==> src/design/scp_pkg.sv <==
// Shared types, constants and helpers for the sine/cosine polynomial pipeline.
package scp_pkg;

    typedef logic signed [32:0] t_fix;
    typedef logic signed [47:0] t_red;

    localparam logic [31:0] INV_TWO_PI_Q32 = 32'h28BE60DC;
    localparam logic [46:0] TWO_PI_Q44     = 47'h6487ED5110B4;
    localparam t_red        PI_Q44         = 48'sh3243F6A8885A;
    localparam t_red        HALF_PI_Q44    = 48'sh1921FB54442D;

    localparam t_fix ONE_Q30 = 33'sd1073741824;
    localparam t_fix ZERO_Q30 = 33'sd0;

    localparam int HORNER_STEPS = 5;

    localparam t_fix SIN_K5 = -33'sd26;
    localparam t_fix COS_K5 = -33'sd280;

    localparam t_fix SIN_K [HORNER_STEPS] = '{
        33'sd2956, -33'sd213040, 33'sd8947846, -33'sd178956974, 33'sd1073741824
    };
    localparam t_fix COS_K [HORNER_STEPS] = '{
        33'sd26586, -33'sd1491253, 33'sd44739212, -33'sd536870912, 33'sd1073741824
    };

    function automatic logic [31:0] fix_mag(input t_fix v);
        t_fix n;
        n = -v;
        return v[32] ? n[31:0] : v[31:0];
    endfunction

endpackage

==> src/design/scp_mac.sv <==
// Two-stage Q30 multiply with round-half-away rounding and a constant add.
module scp_mac import scp_pkg::*; (
    input  logic i_clk,
    input  t_fix i_a,
    input  t_fix i_b,
    input  t_fix i_k,
    output t_fix o_p
);

    localparam logic [63:0] ROUND_Q30 = 64'h0000_0000_2000_0000;

    logic        r_neg;
    logic [63:0] r_prod;
    t_fix        r_k;

    logic [31:0]        w_ma;
    logic [31:0]        w_mb;
    logic [63:0]        n_prod;
    logic [63:0]        w_rnd;
    logic signed [34:0] w_m;
    logic signed [34:0] w_sum;
    t_fix               n_p;

    always_comb begin
        w_ma   = fix_mag(i_a);
        w_mb   = fix_mag(i_b);
        n_prod = 64'(w_ma) * 64'(w_mb);
        w_rnd  = r_prod + ROUND_Q30;
        w_m    = $signed({1'b0, w_rnd[63:30]});
        w_sum  = (r_neg ? -w_m : w_m) + 35'(r_k);
        n_p    = w_sum[32:0];
    end

    always_ff @(posedge i_clk) begin
        r_neg  <= i_a[32] ^ i_b[32];
        r_prod <= n_prod;
        r_k    <= i_k;
        o_p    <= n_p;
    end

endmodule

==> config.mk <==
export PLATFORM = sky130hd
export DESIGN_NAME = scp_mac
export DESIGN_NICKNAME = d
export VERILOG_FILES = /design/src/design/scp_pkg.sv /design/src/design/scp_mac.sv
export SDC_FILE = /design/constraint.sdc
export NUM_CORES = 2
export LEC_CHECK = 0
export ABC_CLOCK_PERIOD_IN_PS = 15400
export CORE_MARGIN = 1.5
export CORE_UTILIZATION = 50
export CTS_CLUSTER_DIAMETER = 60
export DETAILED_ROUTE_END_ITERATION = 16
export DONT_BUFFER_PORTS = 1
export PLACE_DENSITY = 0.7
export SLEW_MARGIN = 20
export SYNTH_ARGS = -nofsm -noshare
export SYNTH_HDL_FRONTEND = slang
export SYNTH_SLANG_ARGS = --single-unit
export TNS_END_PERCENT = 10
==> constraint.sdc <==
create_clock -name i_clk -period 15.4 [get_ports i_clk]
set_input_delay 3.08 -clock i_clk [delete_from_list [all_inputs] [get_ports i_clk]]
set_output_delay 3.08 -clock i_clk [all_outputs]
set_load 0.02 [all_outputs]
## Word level (Yosys, flattened, before mapping)

Index checks and enable logic that the tools add are counted.

| word-level totals | value |
|---|---|
| input bits | 100 |
| logic and storage cells | 14 |
| output and inout bits | 33 |
| flip-flop bits (word level) | 130 |

| operators by class | value |
|---|---|
| bitwise operators | 1 |
| multipliers | 1 |
| add/sub/neg operators | 5 |
| mux-type cells | 3 |

Operator list:

| kind | number |
|---|---|
| 32-bit two-way mux | 2 |
| 32-bit negator | 2 |
| 63-bit by 30-bit adder with 63-bit output, second input constant | 1 |
| 32-bit by 32-bit multiplier with 63-bit output | 1 |
| 33-bit adder | 1 |
| 33-bit two-way mux | 1 |
| 33-bit negator | 1 |
| 1-bit XOR | 1 |

## Logic depth before layout (Yosys ltp)

| logic depth | value |
|---|---|
| word-level depth | 4 |
| gate-level depth with buffers | 37 |
| mapped depth without buffers | 35 |

## Worst setup path after synthesis

No wires, ideal clock.

| path | value |
|---|---|
| path type | input -> register |
| start point | input i_a[0] |
| end point | register r_prod[47] |
| cell stages on the path | 33 |
| data required time | 15,321 ps |
| setup slack | 3,143 ps |
| path buffers | 3 |
| setup time | 79 ps |
| arrival | 12,178 ps |
| path through | clkbuf_1 -> inv_1 -> clkbuf_1 -> ha_1 -> nand2_1 -> or3_4 -> or2_1 -> or4_1 -> or2_1 -> o21ai_2 -> xnor2_1 -> clkbuf_1 -> nand2_1 -> fa_1 -> inv_1 -> fa_1 -> inv_1 -> fa_1 -> fa_1 -> inv_1 -> fa_1 -> fa_1 -> fa_1 -> fa_1 -> ha_1 -> a21o_1 -> a21o_1 -> a221o_1 -> o21ai_0 -> o311a_1 -> a31o_2 -> or4b_2 -> o211ai_1 |

| between the ends | value |
|---|---|
| longest elaborated chain between the ends | 3 |

Ends and longest elaborated chain:

| item | line | source |
|---|---|---|
| start: declaration | scp_mac.sv:4 | `input t_fix i_a,` |
| 32-bit negator | scp_pkg.sv:29 | `n = -v;` |
| 32-bit two-way mux (*) | scp_pkg.sv:30 | `return v[32] ? n[31:0] : v[31:0];` |
| 32-bit by 32-bit multiplier with 63-bit output (*) | scp_mac.sv:27 | `n_prod = 64'(w_ma) * 64'(w_mb);` |
| net n_prod[47] | scp_mac.sv:18 | `logic [63:0] n_prod;` |
| end signal: assignment | scp_mac.sv:36 | `r_prod <= n_prod;` |
| end: declaration | scp_mac.sv:13 | `logic [63:0] r_prod;` |

Mark *: on every way through the listed nets, which the timed path passes. The rest lies on a longest branch.

## Final worst setup path

| path | value |
|---|---|
| start point | input i_a[7] |
| end point | register r_prod[62] |

The elaborated chain is that of the path after synthesis.

==> metrics.md <==
| Metric | Value |
|---|---|
| Required time worst endpoint | 15.65 ns |
| Commonest non-fill, non-tap cell in the layout | inv_1 |
| Die Area | 77000 sq um |
| Gr usage total | 31.9% |
| Syn. warnings | 0 |
| DR vias | approximately 30000 |
| Met2 global-route usage | 48.2% |
| WP data arrival | 14.06 ns |
| Final TNS setup | 0 ns |
| Die width | 277 um |
| FP Rows | 100 |
| Max H-tree Level | 3 |
| CTS tree | done |
| Post-Syn Area | 37700 sq um |
| Slew Limit Fails | 0 |
| Hold Crit Start | r_k[0] |
| Max Fclk | approximately 0.072 GHz |
| Num CTS Buffers | 9 |
| Share of cells above drive strength 1 | 5.20% |
| Critical-path maximum fanout | 22 |
| Critical path capture point type | flop |
| Layout Nets | approximately 5500 |
| Final Setup Violations | 0 |
| Area Growth Syn to Fin | 5.97% |
| Max_slew headroom | 12.9% |
| Dominant cells by area after synthesis | fa_1 (48%), ha_1 (9.6%), inv_1 (9.0%) |
| Sequential share of the synthesized area | 5.37% |
| Area of the multi-input gates | 32100 sq um |
| Most Frequent Cell on Critical Path | fa_1 |
| Max-Cap Viols | 0 |
| Post-Syn Area per Cell | around 8.8 sq um |
| CTS resizes | 0 |
| Port Buffers | 0 |
| Hold buffers post-CTS | 0 |
| Placer Congestion | 1.04 |
| R2R depth | 20 |
| Final Skew | 0.00962 ns |
| Post-synth top area cell | fa_1 |
| Clock buffer depth | 2 |
| Largest net degree at the start of global routing | 36 |
| Num Clock Sinks | around 100 |
| Drt total wl | 121000 um |
| Synthesis-stage register bit count | 101 |
| Vias in the first global route | just over 30000 |
| Final hold slack | about 0.47 ns |
| GRT overflow | 0 |
| Worst R2R Start | r_prod[31] |
| Drt drc | 0 |
| Fin. Hold Viols | 0 |
| Reg area | 2020 sq um |
| Tmin final | ~14 ns |
| GR Util met3 | 11.1% |
| Clock latency on the worst-skew pair | ~0.37 ns |
| Post-DRT Antenna Nets | 0 |
| Syn_nets | 5564 |
| Via-to-Cell Ratio | 5.72 |
| Post-Synthesis Cells | 4279 |
| CP max stage delay | 0.89 ns |
| Ports | 133 |
| Yosys top cell area share | 47.6% |
| DRT iter0 DRCs | around 2900 |
| FILL cells | 6733 |
| Initial cell density of the core | 50.6% |
| Setup CP Type | in -> reg |
| RSZ-0062 raised after global routing | false |
| Worst slew pin tran | 1.30 ns |
| DR pass1 iterations | 6 |
| Ys flop type | dfxtp_1 |
| Worst r2r dst | o_p[32] |
| Synth cell types | 76 |
| Post-synth ARST share | 0% |
| Status | completed |
| Slowest CP cell | xor2_4 |
| Hold depth | 1 |
| Fin crit share | 89.7% |
| Core Area | 74400 sq um |
| Flop-to-flop setup slack | 9.69 ns |
| Wirelength per Cell | 23.2 um |
| CTS root buffer | clkbuf_16 |
| Dpl hpwl | 97200 um |
| Most Used Layer, Global Route | met2 |
| First-pass GRT wire length | around 180000 um |
| Startpoint types | input port |
| Tightest Hold Check Type | reg -> reg |
| Die height | approximately 280 um |
| EDFF count, synth | 0 |
| Setup repair bufs after CTS | 0 |
| Initial antenna violation count | 5 |
| Worst Hold Endpoint | o_p[0] |
| Utilization of the core after routing | 53.6% |
| Most frequent cells in the layout | inv_1 (907), fa_1 (895), nor2_1 (594), nand2_1 (528), ha_1 (290) |
| Grt met1 use | 41.7% |
| Clock slew at reported path FFs | around 0.070 ns |
==> cells by family (layout without fill, tap and decap cells) <==
logic type | Yosys count | in the layout | synth area share (%)
and+or+nand+nor | 1337 | 1337 | 14.8
adders and majority gates | 1185 | 1185 | 57.2
buffers and inverters | 1080 | 1032 | 10.9
AOI/OAI and AO/OA | 319 | 319 | 5.66
xor gates and xnor gates | 251 | 251 | 5.94
DFF | 101 | 101 | 5.37
muxes | 6 | 6 | 0.163
other | 0 | 2 | 0
==> sequential cells by signal, summed over array words and instances, names as in the netlist <==
| name | cells |
|---|---|
| o_p | 33 |
| r_k | 33 |
| r_neg | 1 |
| r_prod | 34 |
==> cell type report <==
type	instances	area share, %
sequential	101	5.07
tap	969	3.04
inverter	907	8.53
antenna	2	0.0125
multi-input combinational	3098	80.5
clock inverter	7	0.229
timing repair buffer	109	2.05
clock buffer	9	0.564
==> worst max-delay path by stage <==
stage                       endpoint  slack [ns]  cells after the start   start
after detailed placement  r_prod[62]        1.47                     28  i_a[7]
after global placement    r_prod[60]        1.51                     28  i_a[7]
after CTS                 r_prod[62]        1.79                     28  i_a[7]
final                     r_prod[62]        1.59                     28  i_a[7]
after global routing      r_prod[62]        1.36                     34  i_b[0]
after floorplan           r_prod[47]        3.14                     33  i_a[0]
==> worst max-delay path: cells and delay by family <==
family          cells  cell delay [ns]
simple gates        4             1.53
fa+ha+maj           9             4.44
buf+inv             3             0.32
xor+xnor            2             1.03
compound gates     10             3.61
==> Yosys cell counts (all sizes together), types with 19 or more instances <==
cell type,instances
inv,907
fa,895
nor2,595
nand2,528
ha,290
clkbuf,161
xnor2,150
dfxtp,101
xor2,101
o21ai,74
a21oi,73
a21o,55
nand3,35
nand4,25
nor3,22
or2,21
or3,19
==> metrics by stage <==
step	instances	setup slack (ns)	instance area, sq um
after floorplan	4279	3.14	37700
after detailed placement	5184	1.47	39600
final	5202	1.59	39900
after global routing	5201	1.36	39900
after global placement	5184	1.51	39600
after CTS	5200	1.79	39900
==> layer usage <==
metal / vias to the layer above / part of all wire, %
met2: 1834 / 43
met5: - / 0.011
met1: 14911 / 38
li1: 12639 / -
met4: 2 / 5.4
met3: 394 / 14
Power is left out: the tool's default activity adds up to more than one toggle a clock period on the data nets, which glitch-free logic cannot reach.
